**config.mk**
```make
export PLATFORM = sky130hd
export DESIGN_NAME = crcp_fifo
export DESIGN_NICKNAME = d
export VERILOG_FILES = /design/src/design/crcp_pkg.sv /design/src/design/crcp_fifo.sv
export SDC_FILE = /design/constraint.sdc
export NUM_CORES = 1
export LEC_CHECK = 0
export BUFFER_PORTS_ARGS = -buffer_cell sky130_fd_sc_hd__buf_2
export CAP_MARGIN = 20
export CELL_PAD_IN_SITES_DETAIL_PLACEMENT = 0
export CELL_PAD_IN_SITES_GLOBAL_PLACEMENT = 1
export CORE_MARGIN = 3
export CORE_UTILIZATION = 40
export CTS_CLUSTER_SIZE = 10
export DETAILED_ROUTE_END_ITERATION = 10
export PLACE_DENSITY = 0.75
export SLEW_MARGIN = 20
export SYNTH_ARGS = -nofsm -noshare
export SYNTH_HDL_FRONTEND = slang
export SYNTH_SLANG_ARGS = --single-unit
export TNS_END_PERCENT = 1
```
**constraint.sdc**
```tcl
create_clock -name i_clk -period 7.2 [get_ports i_clk]
set_input_delay 1.44 -clock i_clk [delete_from_list [all_inputs] [get_ports i_clk]]
set_output_delay 1.44 -clock i_clk [all_outputs]
set_load 0.01 [all_outputs]
```
**src/design/crcp_pkg.sv**
```systemverilog
// Shared types, widths and arithmetic helpers for the Catmull-Rom curve sampler.
// Used by every module of the block; depends on nothing.
`timescale 1ns / 1ps

package crcp_pkg;

    localparam int COORD_W        = 16;
    localparam int FUNC_W         = 2;
    localparam int SEG_POINTS_DEF = 30;
    localparam int WIN_DEPTH      = 3;
    localparam int FILL_W         = 2;
    localparam int AXES           = 2;
    localparam int FIFO_DEPTH     = 2;

    // Coefficient widths, sized for segment lengths up to 65 samples.
    localparam int B_W   = 17;
    localparam int C_W   = 20;
    localparam int DEL_W = 30;
    localparam int QW    = 32;
    localparam int REM_W = 20;

    localparam logic [FUNC_W-1:0] FUNC_CURVE = 2'd0;
    localparam logic [FUNC_W-1:0] FUNC_LINE  = 2'd1;
    localparam logic [FUNC_W-1:0] FUNC_START = 2'd2;

    // One queued command: a pass-through point or a full four-point curve window.
    typedef struct packed {
        logic                     curve;
        logic                     new_path;
        logic [3:0][COORD_W-1:0]  px;
        logic [3:0][COORD_W-1:0]  py;
    } t_cmd;

    // Value held as quotient and remainder against the segment denominator.
    typedef struct packed {
        logic signed [QW-1:0] q;
        logic [REM_W-1:0]     r;
    } t_qr;

    function automatic t_qr qr_add(input t_qr a, input t_qr b, input logic [REM_W-1:0] m);
        t_qr              s;
        logic [REM_W-1:0] rs;
        logic             cy;
        rs  = a.r + b.r;
        cy  = (rs >= m);
        s.r = cy ? (rs - m) : rs;
        s.q = a.q + b.q + QW'(cy);
        return s;
    endfunction

    function automatic logic [COORD_W-1:0] sat_coord(input logic signed [QW-1:0] v);
        logic [COORD_W-1:0] res;
        if (v[QW-1:COORD_W-1] == {(QW-COORD_W+1){v[QW-1]}}) begin
            res = v[COORD_W-1:0];
        end else if (v[QW-1]) begin
            res = {1'b1, {(COORD_W-1){1'b0}}};
        end else begin
            res = {1'b0, {(COORD_W-1){1'b1}}};
        end
        return res;
    endfunction

endpackage

```
**src/design/crcp_fifo.sv**
```systemverilog
// Two-entry command queue between the front classifier and the sample engine.
// Depends on crcp_pkg for the command type and depth.
`timescale 1ns / 1ps

module crcp_fifo (
    input  logic          i_clk,
    input  logic          i_rst_n,
    input  logic          i_push,
    input  crcp_pkg::t_cmd i_cmd,
    output logic          o_full,
    output logic          o_valid,
    output crcp_pkg::t_cmd o_cmd,
    input  logic          i_pop
);
    import crcp_pkg::*;

    localparam int PTR_W = $clog2(FIFO_DEPTH);
    localparam int CNT_W = $clog2(FIFO_DEPTH + 1);
    localparam logic [PTR_W-1:0] PTR_LAST = PTR_W'(FIFO_DEPTH - 1);
    localparam logic [CNT_W-1:0] CNT_FULL = CNT_W'(FIFO_DEPTH);

    t_cmd             r_mem [FIFO_DEPTH];
    logic [PTR_W-1:0] r_wr_ptr;
    logic [PTR_W-1:0] r_rd_ptr;
    logic [CNT_W-1:0] r_count;

    assign o_full  = (r_count == CNT_FULL);
    assign o_valid = (r_count != '0);
    assign o_cmd   = r_mem[r_rd_ptr];

    always_ff @(posedge i_clk) begin
        if (i_push) begin
            r_mem[r_wr_ptr] <= i_cmd;
        end
    end

    always_ff @(posedge i_clk) begin
        if (!i_rst_n) begin
            r_wr_ptr <= '0;
            r_rd_ptr <= '0;
            r_count  <= '0;
        end else begin
            if (i_push) begin
                r_wr_ptr <= (r_wr_ptr == PTR_LAST) ? '0 : r_wr_ptr + 1'b1;
            end
            if (i_pop) begin
                r_rd_ptr <= (r_rd_ptr == PTR_LAST) ? '0 : r_rd_ptr + 1'b1;
            end
            if (i_push && !i_pop) begin
                r_count <= r_count + 1'b1;
            end else if (i_pop && !i_push) begin
                r_count <= r_count - 1'b1;
            end
        end
    end

endmodule

```
==> flow_summary.ini <==
[global_route]
overflow = 0
globalRouteMet3Util_pct = 4.64
grt_most_used_layer = met2
grt_use_met2_pct = 24.6
grt_pass1_vias = 5402
use_met1_pct = 16.4
grt_usage_pct = 14.0
antenna_found_initial = 2
grt_pass1_wl_mm = 28.9
grt_max_degree = 80

[synthesis]
yosysWarnings = 0
syn-cell-area_mm2 = 0.00963
synth_top_area_share_pct = 81.1
synth.yosys.seq_area_share_pct = 82.1
synth_compound_area_share_pct = 0.208
synth_edf_count = 260
yosys.area_share.simple_pct = 0.611
syn_area_per_cell_um2 = 22.6
synth_flop_cell = edfxtp_1
synthAdderAreaFrac_pct = 0.130
yosys-mux-area-fraction_pct = 15.2
ys_ff_latch = 265
syn_inst = 426
synth_area_leaders = edfxtp_1, mux2_2, buf_6
synth_top_family_by_area = multiplexers
yosysUniqueCellTypes = 18
synth_fp_nets = 561
yosys.area.top_type = edfxtp_1
synth-async-reset-ratio_pct = 0
synthXorXnorAreaFrac_pct = 0.273

[drt]
drtIter0Drc = 289
viasPerCell = 4.73
wl_per_cell_um = 18.3
ant_nets = 0
routed_wl_mm = 19.0
drcViolationCount = 0
drtPass1Iterations = 4
routed-via-count = 4905

[clocking]
cts_inserted_buffers = 30
ctsResizeCount = 0
clockRootBuffer = clkbuf_16
clk_pin_slew_worst_paths_ps = 50
clk-insertion-delay-late_ps = 530
cts_tree = done
post_cts.repair.setup_buffers = 0
ctsHoldBuffers = 0
clkSinkCount = 265
clock_path_buffers = 3
h-tree-depth = 1

[sta]
tightest_slew_ps = 962
worst_slack_ps = 3390
fin_skew_ps = 4.77
setup_viol = 0
fin_crit_sh_pct = 53.0
hold_viol_final = 0
setup_tns_ps = 0
rsz0062_at_grt = false
slew_headroom_pct = 35.9
fin_crit_ps = 3810
fmax_mhz = 262
maxSlewViolCount = 0

[placement]
dp_hpwl_mm = 12.5
gp_congestion = 0.727
place_ws_ps = 3330
place.port_buffers = 265

[worst_setup_path]
end_kind = primary output
slowest_delay_ps = 630
arrival_ps = 2370
crit_chain = buf_4 -> mux2_2 -> buf_2
cp-start-kind = register
cp.required_ps = 5760
path_max_fanout = 52
path_class = register to primary output
critPathSlowestCell = buf_4

[floorplan]
start_util_pct = 40.9
die_w_um = 161
die_h_um = 161
io_pins = 266
rows = 56
core_mm2 = 0.0235
die-area_mm2 = 0.0260

[cells_and_area]
layout.nets = 849
layout_commonest_cell = buf_2
layout_common_cells = buf_2, edfxtp_1, mux2_2, clkbuf_16
drive_above_1_share_pct = 60.8
area_delta_synth_final_pct = 25.5

[power]
p_sw_share_pct = 21.0
power_leakage_nw = 4.50
power.switching_uw = 717
p_total_mw = 3.42
powerDensity_mw_per_mm2 = 283
ir_drop_v = 0.000195
pwr-share-clk_pct = 37.1
p_int_mw = 2.70
power_frac_comb_pct = 9.9
seq_power_share_pct = 53.0

[outcome]
status = completed

[job]
max_cap_viol_count = 0

[min_path]
hp-class = register to register
==> logic make-up after synthesis <==
group / count (synthesis)
flip-flops: 265
AO/OA/AOI/OAI: 3
adder cells (fa/ha/maj): 1
AND/OR/NAND/NOR: 9
buffers and inverters: 15
multiplexers: 130
XOR/XNOR: 3
==> worst max-delay path: cells and delay by family, from the launching register on <==
family | cells | cell delay [ps]
buffers and inverters | 2 | 770
DFF | 1 | 590
muxes | 1 | 430
==> cell type report <==
cell class	count	area (um2)
Sequential cell	265	7910
Clock inverter	1	3.75
Timing Repair Buffer	270	1380
Inverter	1	3.75
Multi-Input combinational cell	146	1590
Tap cell	319	399
Fill cell	1938	11500
Clock buffer	34	787
Antenna cell	2	5.00
==> metal layers <==
layer	vias to the layer above	routed length [um]
li1	2262	-
met1	2404	7340
met2	208	9580
met3	31	1660
met4	0	391
met5	-	0
==> state kept, by name, indices dropped and copies added, names as in the netlist, named ones only <==
register,cells
r_rd_ptr,1
r_mem,260
r_count,2
r_wr_ptr,1
==> final timing paths <==
path | start | endpoint | slack, ps | depth (start not counted)
worst max register to register | r_wr_ptr | r_mem[1][29] | 4770 | 2
worst min-delay path | r_count[1] | r_count[1] | 550 | 2
worst min register to register | r_count[1] | r_count[1] | 550 | 2
worst max-delay path | register | o_cmd[75] | 3390 | 3
==> Yosys cell counts (all sizes together) (2+ instances only) <==
cell type,instances
edfxtp,260
mux2,130
buf,14
dfxtp,5
and2,4
nor2b,2
xor2,2
==> stage by stage <==
| step | hold WS, ps | instances | cell area (um2) | utilization (%) |
|---|---|---|---|---|
| floorplan | 468 | 426 | 9630 | - |
| global placement | 482 | 1000 | 11300 | 47.8 |
| detailed placement | 547 | 1000 | 11300 | 47.8 |
| CTS | 554 | 1035 | 12100 | 51.2 |
| global route | 595 | 1038 | 12100 | 51.3 |
| finish | 552 | 1038 | 12100 | 51.3 |
==> power groups by stage <==
stage               logic [mW]  registers [mW]  clock network (mW)
finish                   0.338            1.81                1.27
global route             0.366            1.82                1.37
CTS                      0.330            1.82                1.31
detailed placement       0.328            1.85                   0
global placement         0.322            1.85                   0
floorplan                0.202            1.84                   0
(Power assumes the default switching activity.)
