==> src/design/crcp_pkg.sv <==
// Shared types, widths and arithmetic helpers for the Catmull-Rom curve sampler.
// Used by every module of the block; depends on nothing.
`timescale 1ns / 1ps

package crcp_pkg;

    localparam int COORD_W        = 16;
    localparam int FUNC_W         = 2;
    localparam int SEG_POINTS_DEF = 30;
    localparam int WIN_DEPTH      = 3;
    localparam int FILL_W         = 2;
    localparam int AXES           = 2;
    localparam int FIFO_DEPTH     = 2;

    // Coefficient widths, sized for segment lengths up to 65 samples.
    localparam int B_W   = 17;
    localparam int C_W   = 20;
    localparam int DEL_W = 30;
    localparam int QW    = 32;
    localparam int REM_W = 20;

    localparam logic [FUNC_W-1:0] FUNC_CURVE = 2'd0;
    localparam logic [FUNC_W-1:0] FUNC_LINE  = 2'd1;
    localparam logic [FUNC_W-1:0] FUNC_START = 2'd2;

    // One queued command: a pass-through point or a full four-point curve window.
    typedef struct packed {
        logic                     curve;
        logic                     new_path;
        logic [3:0][COORD_W-1:0]  px;
        logic [3:0][COORD_W-1:0]  py;
    } t_cmd;

    // Value held as quotient and remainder against the segment denominator.
    typedef struct packed {
        logic signed [QW-1:0] q;
        logic [REM_W-1:0]     r;
    } t_qr;

    function automatic t_qr qr_add(input t_qr a, input t_qr b, input logic [REM_W-1:0] m);
        t_qr              s;
        logic [REM_W-1:0] rs;
        logic             cy;
        rs  = a.r + b.r;
        cy  = (rs >= m);
        s.r = cy ? (rs - m) : rs;
        s.q = a.q + b.q + QW'(cy);
        return s;
    endfunction

    function automatic logic [COORD_W-1:0] sat_coord(input logic signed [QW-1:0] v);
        logic [COORD_W-1:0] res;
        if (v[QW-1:COORD_W-1] == {(QW-COORD_W+1){v[QW-1]}}) begin
            res = v[COORD_W-1:0];
        end else if (v[QW-1]) begin
            res = {1'b1, {(COORD_W-1){1'b0}}};
        end else begin
            res = {1'b0, {(COORD_W-1){1'b1}}};
        end
        return res;
    endfunction

endpackage

==> src/design/crcp_front.sv <==
// Input classifier: keeps the window of curve control points and queues commands.
// Depends on crcp_pkg; feeds crcp_fifo.
`timescale 1ns / 1ps

module crcp_front (
    input  logic                          i_clk,
    input  logic                          i_rst_n,
    input  logic                          i_in_valid,
    output logic                          o_in_ready,
    input  logic [crcp_pkg::FUNC_W-1:0]   i_func,
    input  logic [crcp_pkg::COORD_W-1:0]  i_x,
    input  logic [crcp_pkg::COORD_W-1:0]  i_y,
    input  logic                          i_full,
    output logic                          o_push,
    output crcp_pkg::t_cmd                o_cmd
);
    import crcp_pkg::*;

    localparam logic [FILL_W-1:0] FILL_FULL = FILL_W'(WIN_DEPTH);

    logic [COORD_W-1:0] r_win_x [WIN_DEPTH];
    logic [COORD_W-1:0] r_win_y [WIN_DEPTH];
    logic [FILL_W-1:0]  r_fill;

    logic accept;
    logic is_pass;
    logic is_curve;
    logic win_full;

    assign o_in_ready = !i_full;
    assign accept     = i_in_valid && o_in_ready;
    assign is_pass    = (i_func == FUNC_LINE) || (i_func == FUNC_START);
    assign is_curve   = (i_func == FUNC_CURVE);
    assign win_full   = (r_fill == FILL_FULL);

    assign o_push          = accept && (is_pass || (is_curve && win_full));
    assign o_cmd.curve     = is_curve;
    assign o_cmd.new_path  = (i_func == FUNC_START);
    assign o_cmd.px        = {i_x, r_win_x[2], r_win_x[1], r_win_x[0]};
    assign o_cmd.py        = {i_y, r_win_y[2], r_win_y[1], r_win_y[0]};

    // Window contents: store while filling, slide once full.
    always_ff @(posedge i_clk) begin
        if (accept && is_curve) begin
            if (win_full) begin
                r_win_x[0] <= r_win_x[1];
                r_win_y[0] <= r_win_y[1];
                r_win_x[1] <= r_win_x[2];
                r_win_y[1] <= r_win_y[2];
                r_win_x[2] <= i_x;
                r_win_y[2] <= i_y;
            end else begin
                r_win_x[r_fill] <= i_x;
                r_win_y[r_fill] <= i_y;
            end
        end
    end

    always_ff @(posedge i_clk) begin
        if (!i_rst_n) begin
            r_fill <= '0;
        end else if (accept) begin
            unique case (i_func) inside
                FUNC_LINE, FUNC_START: begin
                    r_fill <= '0;
                end
                FUNC_CURVE: begin
                    if (!win_full) begin
                        r_fill <= r_fill + 1'b1;
                    end
                end
                default: begin
                end
            endcase
        end
    end

endmodule

==> config.mk <==
export PLATFORM = sky130hd
export DESIGN_NAME = crcp_front
export DESIGN_NICKNAME = d
export VERILOG_FILES = /design/src/design/crcp_pkg.sv /design/src/design/crcp_front.sv
export SDC_FILE = /design/constraint.sdc
export NUM_CORES = 1
export LEC_CHECK = 0
export BUFFER_PORTS_ARGS = -buffer_cell sky130_fd_sc_hd__buf_2
export CORE_MARGIN = 3
export CORE_UTILIZATION = 33
export DETAILED_ROUTE_END_ITERATION = 8
export HOLD_SLACK_MARGIN = 0.1
export PLACE_DENSITY_LB_ADDON = 0.15
export SYNTH_ARGS = -nofsm -noshare
export SYNTH_HDL_FRONTEND = slang
export SYNTH_SLANG_ARGS = --single-unit
==> constraint.sdc <==
create_clock -name i_clk -period 8 [get_ports i_clk]
set_clock_uncertainty 0.05 [all_clocks]
set_input_delay 0.8 -clock i_clk [delete_from_list [all_inputs] [get_ports i_clk]]
set_output_delay 0.8 -clock i_clk [all_outputs]
set_load 0.05 [all_outputs]
==> reports/metrics.csv, run 1 <==
metric,value,unit
ys_top_cells_by_area,"edfxtp_1 65%, mux2_4 13%, mux2_2 6.4%, buf_4 5.6%, ha_1 2.0%",
drt_iter0_markers,173,
p_int,795,µW
grt_first_pass_wirelength,13700,µm
max-slew-margin-rel,30.3,%
cts_made_buffers,9,
design_area,0.00538,mm²
leakage,2.16,nW
antenna_found_initial,0,
tightest_slew,1040,ps
grt_max_degree,33,
port-buffer-count,169,
die_w,122,µm
drt-pass1-iter-count,4,
finalCoreUtilization,41.8,%
clockPowerShare,37.5,%
drive_gt1_share,65.5,%
tritoncts,yes,
crit_type,in -> reg,
rsz0062_at_grt,false,
fin_crit,2900,ps
rows,41,
clockRootBuffer,clkbuf_16,
cp-start-kind,input port,
synth_top_family_by_area,multiplexers,
synth_fp_nets,285,
track_usage,12.6,%
maxCapViolations,0,
num-fill-cells,1232,
synthXorXnorAreaFrac,0,%
yosys.area.top_type,edfxtp_1,
cp_slowest_stage_delay,810,ps
clk_path_buf_depth,2,
dieArea,0.0148,mm²
htreeDepth,3,
synth_warnings,0,
syn-instance-count,240,
fin_hold_ws,489,ps
report.final.hold_viol_count,0,
max_freq,345,MHz
netlist.area_leader.share,65.3,%
ios,170,
diodes,0,
final-max-slew-violation-count,0,
num_vias,2396,
design_power_total,1.04,mW
start_util,34.3,%
switching_share,23.9,%
power_frac_comb,8.5,%
worstPathMaxFanout,32,
fin_nets,423,
post-route-period-util,36.2,%
gp_congestion,0.691,
dpl_worst_slack,4680,ps
cts_resized,0,
seq_power_share,54.0,%
ys_seq_elements,98,
hold_class,reg -> reg,
synthToLayoutAreaGrowth,21.8,%
numClockSinks,98,
clk_latency,340,ps
dp.cells,539,
crit_required,7910,ps
finalNonFillerCells,555,
report.final.setup_viol,0,
finalWorstSetupSlack,5100,ps
route.detailed.drc,0,
drt-total-wl,9320,µm
endpoint_kind,flip-flop,
synth_mux_area_share,19.6,%
die_h,122,µm
critPathSlowestCell,a31o_2,
yosysSeqAreaShare,66.2,%
postCtsSetupBuffers,0,
clk_pin_slew,60,ps
p_per_area,194,mW/mm²
syn_area_per_cell,18.4,µm²
grt_pass1_vias,2397,
holdBufCountCts,0,
fin_setup_tns,0,ps
wl_per_cell,16.8,µm
synth_compound_area_share,1.08,%
coreArea,0.0129,mm²
status,"complete, no violations",
yosysUniqueCellTypes,21,
place_area,0.00511,mm²
ant_nets,0,
synthAdderAreaFrac,1.98,%
synth-simple-area-share,2.21,%
hpwlAfterDp,6530,µm
crit_chain,buf_2 > inv_1 > ha_1 > and2b_4 > and3_4 > a31o_2,
syn_area,0.00442,mm²
via_per_inst,4.32,
p_switching,249,µW
ir_worst_vdd,0.110,mV
arrival,2810,ps
globalRouteOverflowTotal,0,
[power by group through the flow]
stage | Sequential (mW) | Combinational (mW) | Clock, mW
global route | 0.563 | 0.0946 | 0.426
floorplan | 0.584 | 0.0640 | 0
global placement | 0.575 | 0.0893 | 0
finish | 0.563 | 0.0890 | 0.391
CTS | 0.563 | 0.0902 | 0.404
detailed placement | 0.575 | 0.0901 | 0
[critical path: cells and delay by family]
kind	cells	cell delay [ps]
buffers and inverters	2	170
adder cells (fa/ha/maj)	1	300
AND/OR/NAND/NOR	2	710
AO/OA/AOI/OAI	1	810
[routing by layer]
metal / part of all wire, % / vias up / GRT usage (%)
met5: 0 / - / 0
met4: 1.2 / 0 / 3.57
met3: 6.6 / 7 / 4.60
met2: 52 / 91 / 21.5
met1: 40 / 1158 / 14.9
li1: - / 1140 / -
[cell usage after synthesis, drive strengths merged]
library cell,n
and2b,2
and3,4
mux2,64
edfxtp,96
nand2,6
ha,7
o21a,1
o22ai,2
a31o,2
inv,6
a21oi,2
dfxtp,2
nor2,1
nor2b,3
buf,42
[cell families (layout without fill, tap and decap cells)]
logic type	after synthesis	after routing
buffers and inverters	48	191
muxes	64	64
adders and majority gates	7	7
AOI/OAI and AO/OA	7	7
and+or+nand+nor	16	16
DFF	98	98
[state kept, by name, indices dropped and copies added (netlist names)]
register,count
r_win_x,48
r_win_y,48
r_fill,2
[cell usage in the layout (no fill, tap or decap)]
cell and n:
a21oi_1 2, a31o_2 2, and2b_1 1, and2b_4 1, and3_1 2, and3_4 2
buf_2 169, clkbuf_1 2, clkbuf_16 9, clkinv_1 2, clkinv_4 1, clkinvlp_4 2
dfxtp_1 2, edfxtp_1 96, ha_1 7, inv_1 6, mux2_2 25, mux2_4 39
nand2_1 6, nor2_4 1, nor2b_1 3, o21a_1 1, o22ai_1 2
[final timing paths]
| path | depth (start not counted) | endpoint | slack [ps] | from |
|---|---|---|---|---|
| worst max-delay path | 6 | r_win_y[1][6]$_DFFE_PP_ | 5100 | i_func[0] |
| worst max register to register | 4 | r_win_y[1][6]$_DFFE_PP_ | 5400 | r_fill[0]$_SDFFE_PN0P_ |
| worst min register to register | 2 | r_fill[0]$_SDFFE_PN0P_ | 490 | r_fill[0]$_SDFFE_PN0P_ |
| worst min-delay path | 2 | r_fill[0]$_SDFFE_PN0P_ | 490 | r_fill[0]$_SDFFE_PN0P_ |
[final cells by class]
class / instances / area, µm² / area share [%]
clock buffer: 11 / 233 / 4.33
clock inverter: 5 / 31.3 / 0.582
inverter: 6 / 22.5 / 0.419
multi-input combinational: 94 / 1110 / 20.6
sequential: 98 / 2920 / 54.4
tap: 172 / 215 / 4.00
timing repair buffer: 169 / 846 / 15.7
Power figures use the tool's default switching activity.
==> run 2: changes to the inputs <==
clock period = 3 ns   (was 8 ns; I/O delays follow)
==> reports/metrics.csv, run 2 (same netlist as run 1, synthesis figures left out) <==
metric,value,unit,change
power_frac_comb,8.6,%,about the same
ir_worst_vdd,0.346,mV,+210%
cts_made_buffers,9,,unchanged
rows,41,,unchanged
drt_iter0_markers,219,,+27%
max-slew-margin-rel,61.2,%,+31 points
via_per_inst,4.37,,+1.2%
dieArea,0.0148,mm²,unchanged
timing.rr.start,r_fill[0]$_SDFFE_PN0P_,,
gp_congestion,0.689,,-0.19%
holdBufCountCts,0,,unchanged
final-max-slew-violation-count,0,,unchanged
grt_pass1_vias,2443,,+1.9%
clk_latency,340,ps,about the same
num_vias,2452,,+2.3%
switching_share,24.1,%,+0.22 points
crit_start,r_fill[0]$_SDFFE_PN0P_,,
tightest_slew,581,ps,-463 ps
status,"complete, no violations",,
hold_depth,1,,-1
crit_required,3040,ps,-4870 ps
antenna_found_initial,0,,unchanged
hpwlAfterDp,6780,µm,+3.9%
track_usage,12.7,%,+0.097 points
p_int,2.12,mW,+170%
cts_resized,0,,unchanged
synthToLayoutAreaGrowth,23.5,%,
clockPowerShare,37.8,%,+0.3 points
endpoint_kind,flip-flop,,
rsz0062_at_grt,false,,
post-route-period-util,71.8,%,
worstHoldStart,i_x[15],,
clockRootBuffer,clkbuf_16,,
cp-start-kind,flip-flop,,
use_met1,16.1,%,+1.2 points
grt.busiest_layer,met2,,
postCtsSetupBuffers,0,,unchanged
top_regs,"r_win_x: 48 flops, r_win_y: 48 flops, r_fill: 2 flops",,
met2_usage,20.4,%,-1.1 points
port-buffer-count,169,,unchanged
p_per_area,513,mW/mm²,+160%
drt-pass1-iter-count,4,,unchanged
layout_common_cells,"169 x buf_2, 96 x edfxtp_1, 39 x mux2_4, 25 x mux2_2, 9 x clkbuf_16",,
worst-r2r-setup-slack,850,ps,-4550 ps
die_w,122,µm,unchanged
diodes,0,,unchanged
die_h,122,µm,unchanged
max_freq,464,MHz,
clk_pin_slew,70,ps,about the same
grt_max_degree,25,,-24%
globalRouteOverflowTotal,0,,unchanged
clk_path_buf_depth,2,,unchanged
tritoncts,yes,,
report.final.hold_viol_count,0,,unchanged
num-fill-cells,1214,,-1.5%
arrival,2200,ps,-610 ps
ant_nets,0,,unchanged
htreeDepth,3,,unchanged
ios,170,,unchanged
grt_use_met3,4.74,%,+0.14 points
layout_commonest_cell,buf_2,,
min_to,r_win_x[2][15]$_DFFE_PP_,,
leakage,2.20,nW,+2.0%
r2r_end,r_win_x[1][7]$_DFFE_PP_,,
report.final.setup_viol,0,,unchanged
grt_first_pass_wirelength,14000,µm,+2.6%
fin_crit,2150,ps,
drt-total-wl,9400,µm,+0.89%
coreArea,0.0129,mm²,unchanged
fin_setup_tns,0,ps,unchanged
hold_class,in -> reg,,
reg2regPathDepth,5,,+1
start_util,34.3,%,unchanged
crit_type,reg -> reg,,
p_switching,674,µW,+170%
wl_per_cell,16.8,µm,-0.19%
numClockSinks,98,,unchanged
seq_power_share,53.7,%,-0.3 points
finalCoreUtilization,42.4,%,+0.59 points
maxCapViolations,0,,unchanged
worstPathMaxFanout,16,,-50%
drive_gt1_share,66.8,%,+1.3 points
route.detailed.drc,0,,unchanged
fin_nets,429,,+1.4%
[run 2: through the flow]
step / hold slack (ps) / worst slack (ps) / std cells / cell area [µm²] / total power, mW
6_report: 125 / 846 / 561 / 5450 / 2.80
5_1_grt: 107 / 748 / 561 / 5450 / 2.90
4_1_cts: 104 / 822 / 561 / 5450 / 2.83
3_5_place_dp: 472 / 663 / 545 / 5180 / 1.77
3_3_place_gp: 467 / 746 / 545 / 5180 / 1.77
2_1_floorplan: 349 / 493 / 240 / 4420 / 1.73
[run 2: worst max path at each step]
stage | endpoint | slack, ps | depth (start not counted)
final | r_win_x[1][7]$_DFFE_PP_ | 850 | 5
after global routing | r_win_y[0][15]$_DFFE_PP_ | 750 | 6
after CTS | r_win_x[1][7]$_DFFE_PP_ | 820 | 5
after detailed placement | r_win_y[0][5]$_DFFE_PP_ | 660 | 8
after global placement | r_win_y[0][15]$_DFFE_PP_ | 750 | 8
after floorplan | r_win_x[2][0]$_DFFE_PP_ | 490 | 4
[run 2: worst max-delay path, cell delays in order (launching register included)]
cell	delay (ps)
dfxtp_1	350
ha_1	230
and2b_4	270
and3_4	380
buf_4	290
mux2_4	320
[run 2: power by group through the flow]
stage	clock, mW	sequential [mW]	combinational [mW]
global placement	0	1.53	0.241
global route	1.14	1.50	0.254
CTS	1.09	1.50	0.243
finish	1.06	1.50	0.240
detailed placement	0	1.53	0.242
floorplan	0	1.56	0.171
[run 2: routing by layer]
metal / vias up / routed length, µm
li1: 1149 / -
met1: 1208 / 4020
met2: 87 / 4660
met3: 8 / 619
met4: 0 / 103
met5: - / 0
[run 2: cell type report]
cell class                      instances  area, µm²  area share, %
Clock buffer                           10        229           4.20
Inverter                                6       22.5          0.413
Tap cell                              172        215           3.95
Sequential cell                        98       2920           53.6
Clock inverter                          6       41.3          0.757
Timing Repair Buffer                  175        916           16.8
Multi-Input combinational cell         94       1110           20.3
==> run 3: changes to the inputs <==
clock period = 1.8 ns   (was 3 ns; I/O delays follow)
==> reports/metrics.csv, run 3 (same netlist as run 1, synthesis figures left out) <==
metric,value,unit,change
wl_per_cell,16.3,µm,-2.6%
register_area,0.00293,mm²,+0.17%
hold_class,in -> reg,,
report.final.hold_viol_count,0,,unchanged
worstPathMaxFanout,12,,-4
antenna_found_initial,0,,unchanged
route.detailed.drc,0,,unchanged
fin_crit,1790,ps,-360 ps
clk_pin_slew,70,ps,about the same
globalRouteOverflowTotal,0,,unchanged
start_util,34.3,%,unchanged
ant_nets,0,,unchanged
grt.busiest_layer,met2,,
tritoncts,yes,,
cts_made_buffers,9,,unchanged
crit_required,1840,ps,-1200 ps
status,"complete, no violations",,
clk_path_buf_depth,2,,unchanged
die_h,122,µm,unchanged
grt_max_degree,25,,unchanged
multiInputGateArea,0.00115,mm²,+3.6%
rsz0062_at_grt,true,,
top_regs,"r_win_x: 48 flops, r_win_y: 48 flops, r_fill: 2 flops",,
use_met1,16.2,%,+0.079 points
report.final.setup_viol,0,,unchanged
drt-total-wl,9930,µm,+5.6%
hpwlAfterDp,7020,µm,+3.5%
post-route-period-util,99.6,%,+28 points
met2_usage,22.8,%,+2.4 points
max_freq,558,MHz,+20%
num-fill-cells,1123,,-7.5%
rows,41,,unchanged
track_usage,13.3,%,+0.64 points
cp-start-kind,flip-flop,,
fin_nets,476,,+11%
die_w,122,µm,unchanged
drive_gt1_share,64.0,%,-2.8 points
num_vias,2631,,+7.3%
layout_commonest_cell,buf_2,,
finalNonFillerCells,608,,+8.4%
tightest_slew,287,ps,-294 ps
ios,170,,unchanged
layout_common_cells,"168 x buf_2, 96 x edfxtp_1, 41 x mux2_4, 33 x dlygate4sd3_1, 23 x mux2_2",,
grt_pass1_vias,2729,,+12%
port-buffer-count,169,,unchanged
arrival,1840,ps,-360 ps
clockRootBuffer,clkbuf_16,,
drt_iter0_markers,156,,-29%
maxCapViolations,0,,unchanged
max-slew-margin-rel,81.0,%,+20 points
dieArea,0.0148,mm²,unchanged
synthToLayoutAreaGrowth,37.6,%,
ir_worst_vdd,0.635,mV,+83%
p_per_area,809,mW/mm²,+58%
crit_type,reg -> reg,,
endpoint_kind,flip-flop,,
final-max-slew-violation-count,0,,unchanged
coreArea,0.0129,mm²,unchanged
htreeDepth,3,,unchanged
numClockSinks,98,,unchanged
via_per_inst,4.33,,-0.99%
diodes,0,,unchanged
clk_latency,340,ps,about the same
drt-pass1-iter-count,4,,unchanged
finalCoreUtilization,47.2,%,+4.9 points
leakage,2.47,nW,+12%
gp_congestion,0.703,,+2.0%
grt_use_met3,4.64,%,-0.093 points
grt_first_pass_wirelength,14700,µm,+5.1%
dp.cells,558,,+2.4%
[run 3: changes by cell type in the layout (fill, tap and decap cells not counted), sizes merged]
cell / before / now
bufinv: 0 / 1
buf: 175 / 189
inv: 7 / 8
dlygate4sd3: 0 / 33
clkinvlp: 3 / 1
[run 3: repair_timing]
| action | in CTS | in global routing |
|---|---|---|
| hold buffers | 33 | 0 |
| pin swaps | 0 | 1 |
| endpoints found under the hold margin | 34 | 0 |
| setup endpoints to repair | 33 | 45 |
| setup buffers | 0 | 1 |
| resized for setup | 0 | 11 |
[run 3: worst max-delay path, cell delays in order, from the launching register on]
cell,delay (ps)
dfxtp_4,370
ha_4,150
and2b_4,250
and3_4,240
buf_12,170
mux2_4,300
[run 3: where the power goes]
| part | internal [mW] | total (mW) | leakage (nW) | switching [mW] |
|---|---|---|---|---|
| combinational | 0.166 | 0.476 | 1.44 | 0.310 |
| clock | 1.09 | 1.94 | 0.144 | 0.847 |
| sequential | 2.50 | 2.50 | 0.883 | 0.00498 |
| total | 3.76 | 4.92 | 2.47 | 1.16 |
[run 3: metrics by stage]
step	hold slack [ps]	instance area, µm²	setup slack, ps	TNS [ps]	total power, mW
2_1_floorplan	229	4450	-80.6	-2580	2.88
3_3_place_gp	350	5400	12.0	0	2.97
3_5_place_dp	352	5400	-4.35	-16.2	2.97
4_1_cts	270	6040	-11.2	-136	5.01
5_1_grt	319	6080	-44.0	-1160	5.12
6_report	289	6080	6.37	0	4.92
[run 3: final timing paths]
check	from	to	slack (ps)	depth (start not counted)
worst max-delay path	r_fill[1]$_SDFFE_PN0P_	r_win_y[1][11]$_DFFE_PP_	6	5
worst min-delay path	i_full	r_fill[0]$_SDFFE_PN0P_	290	5
worst min register to register	r_fill[0]$_SDFFE_PN0P_	r_fill[0]$_SDFFE_PN0P_	480	2
worst max register to register	r_fill[1]$_SDFFE_PN0P_	r_win_y[1][11]$_DFFE_PP_	6	5
[run 3: area by class of cell]
class,instances,share of cell area (%)
inverters,6,0.370
flip-flops and latches,98,48.2
repair buffers,222,24.1
multi-input cells,94,18.9
clock buffers,10,3.77
clock inverters,6,1.19
well taps,172,3.54
[run 3: layer usage]
metal | wire length, µm | vias up
met1 | 4270 | 1271
met3 | 662 | 6
met4 | 80 | 0
met5 | 0 | -
li1 | - | 1250
met2 | 4910 | 104
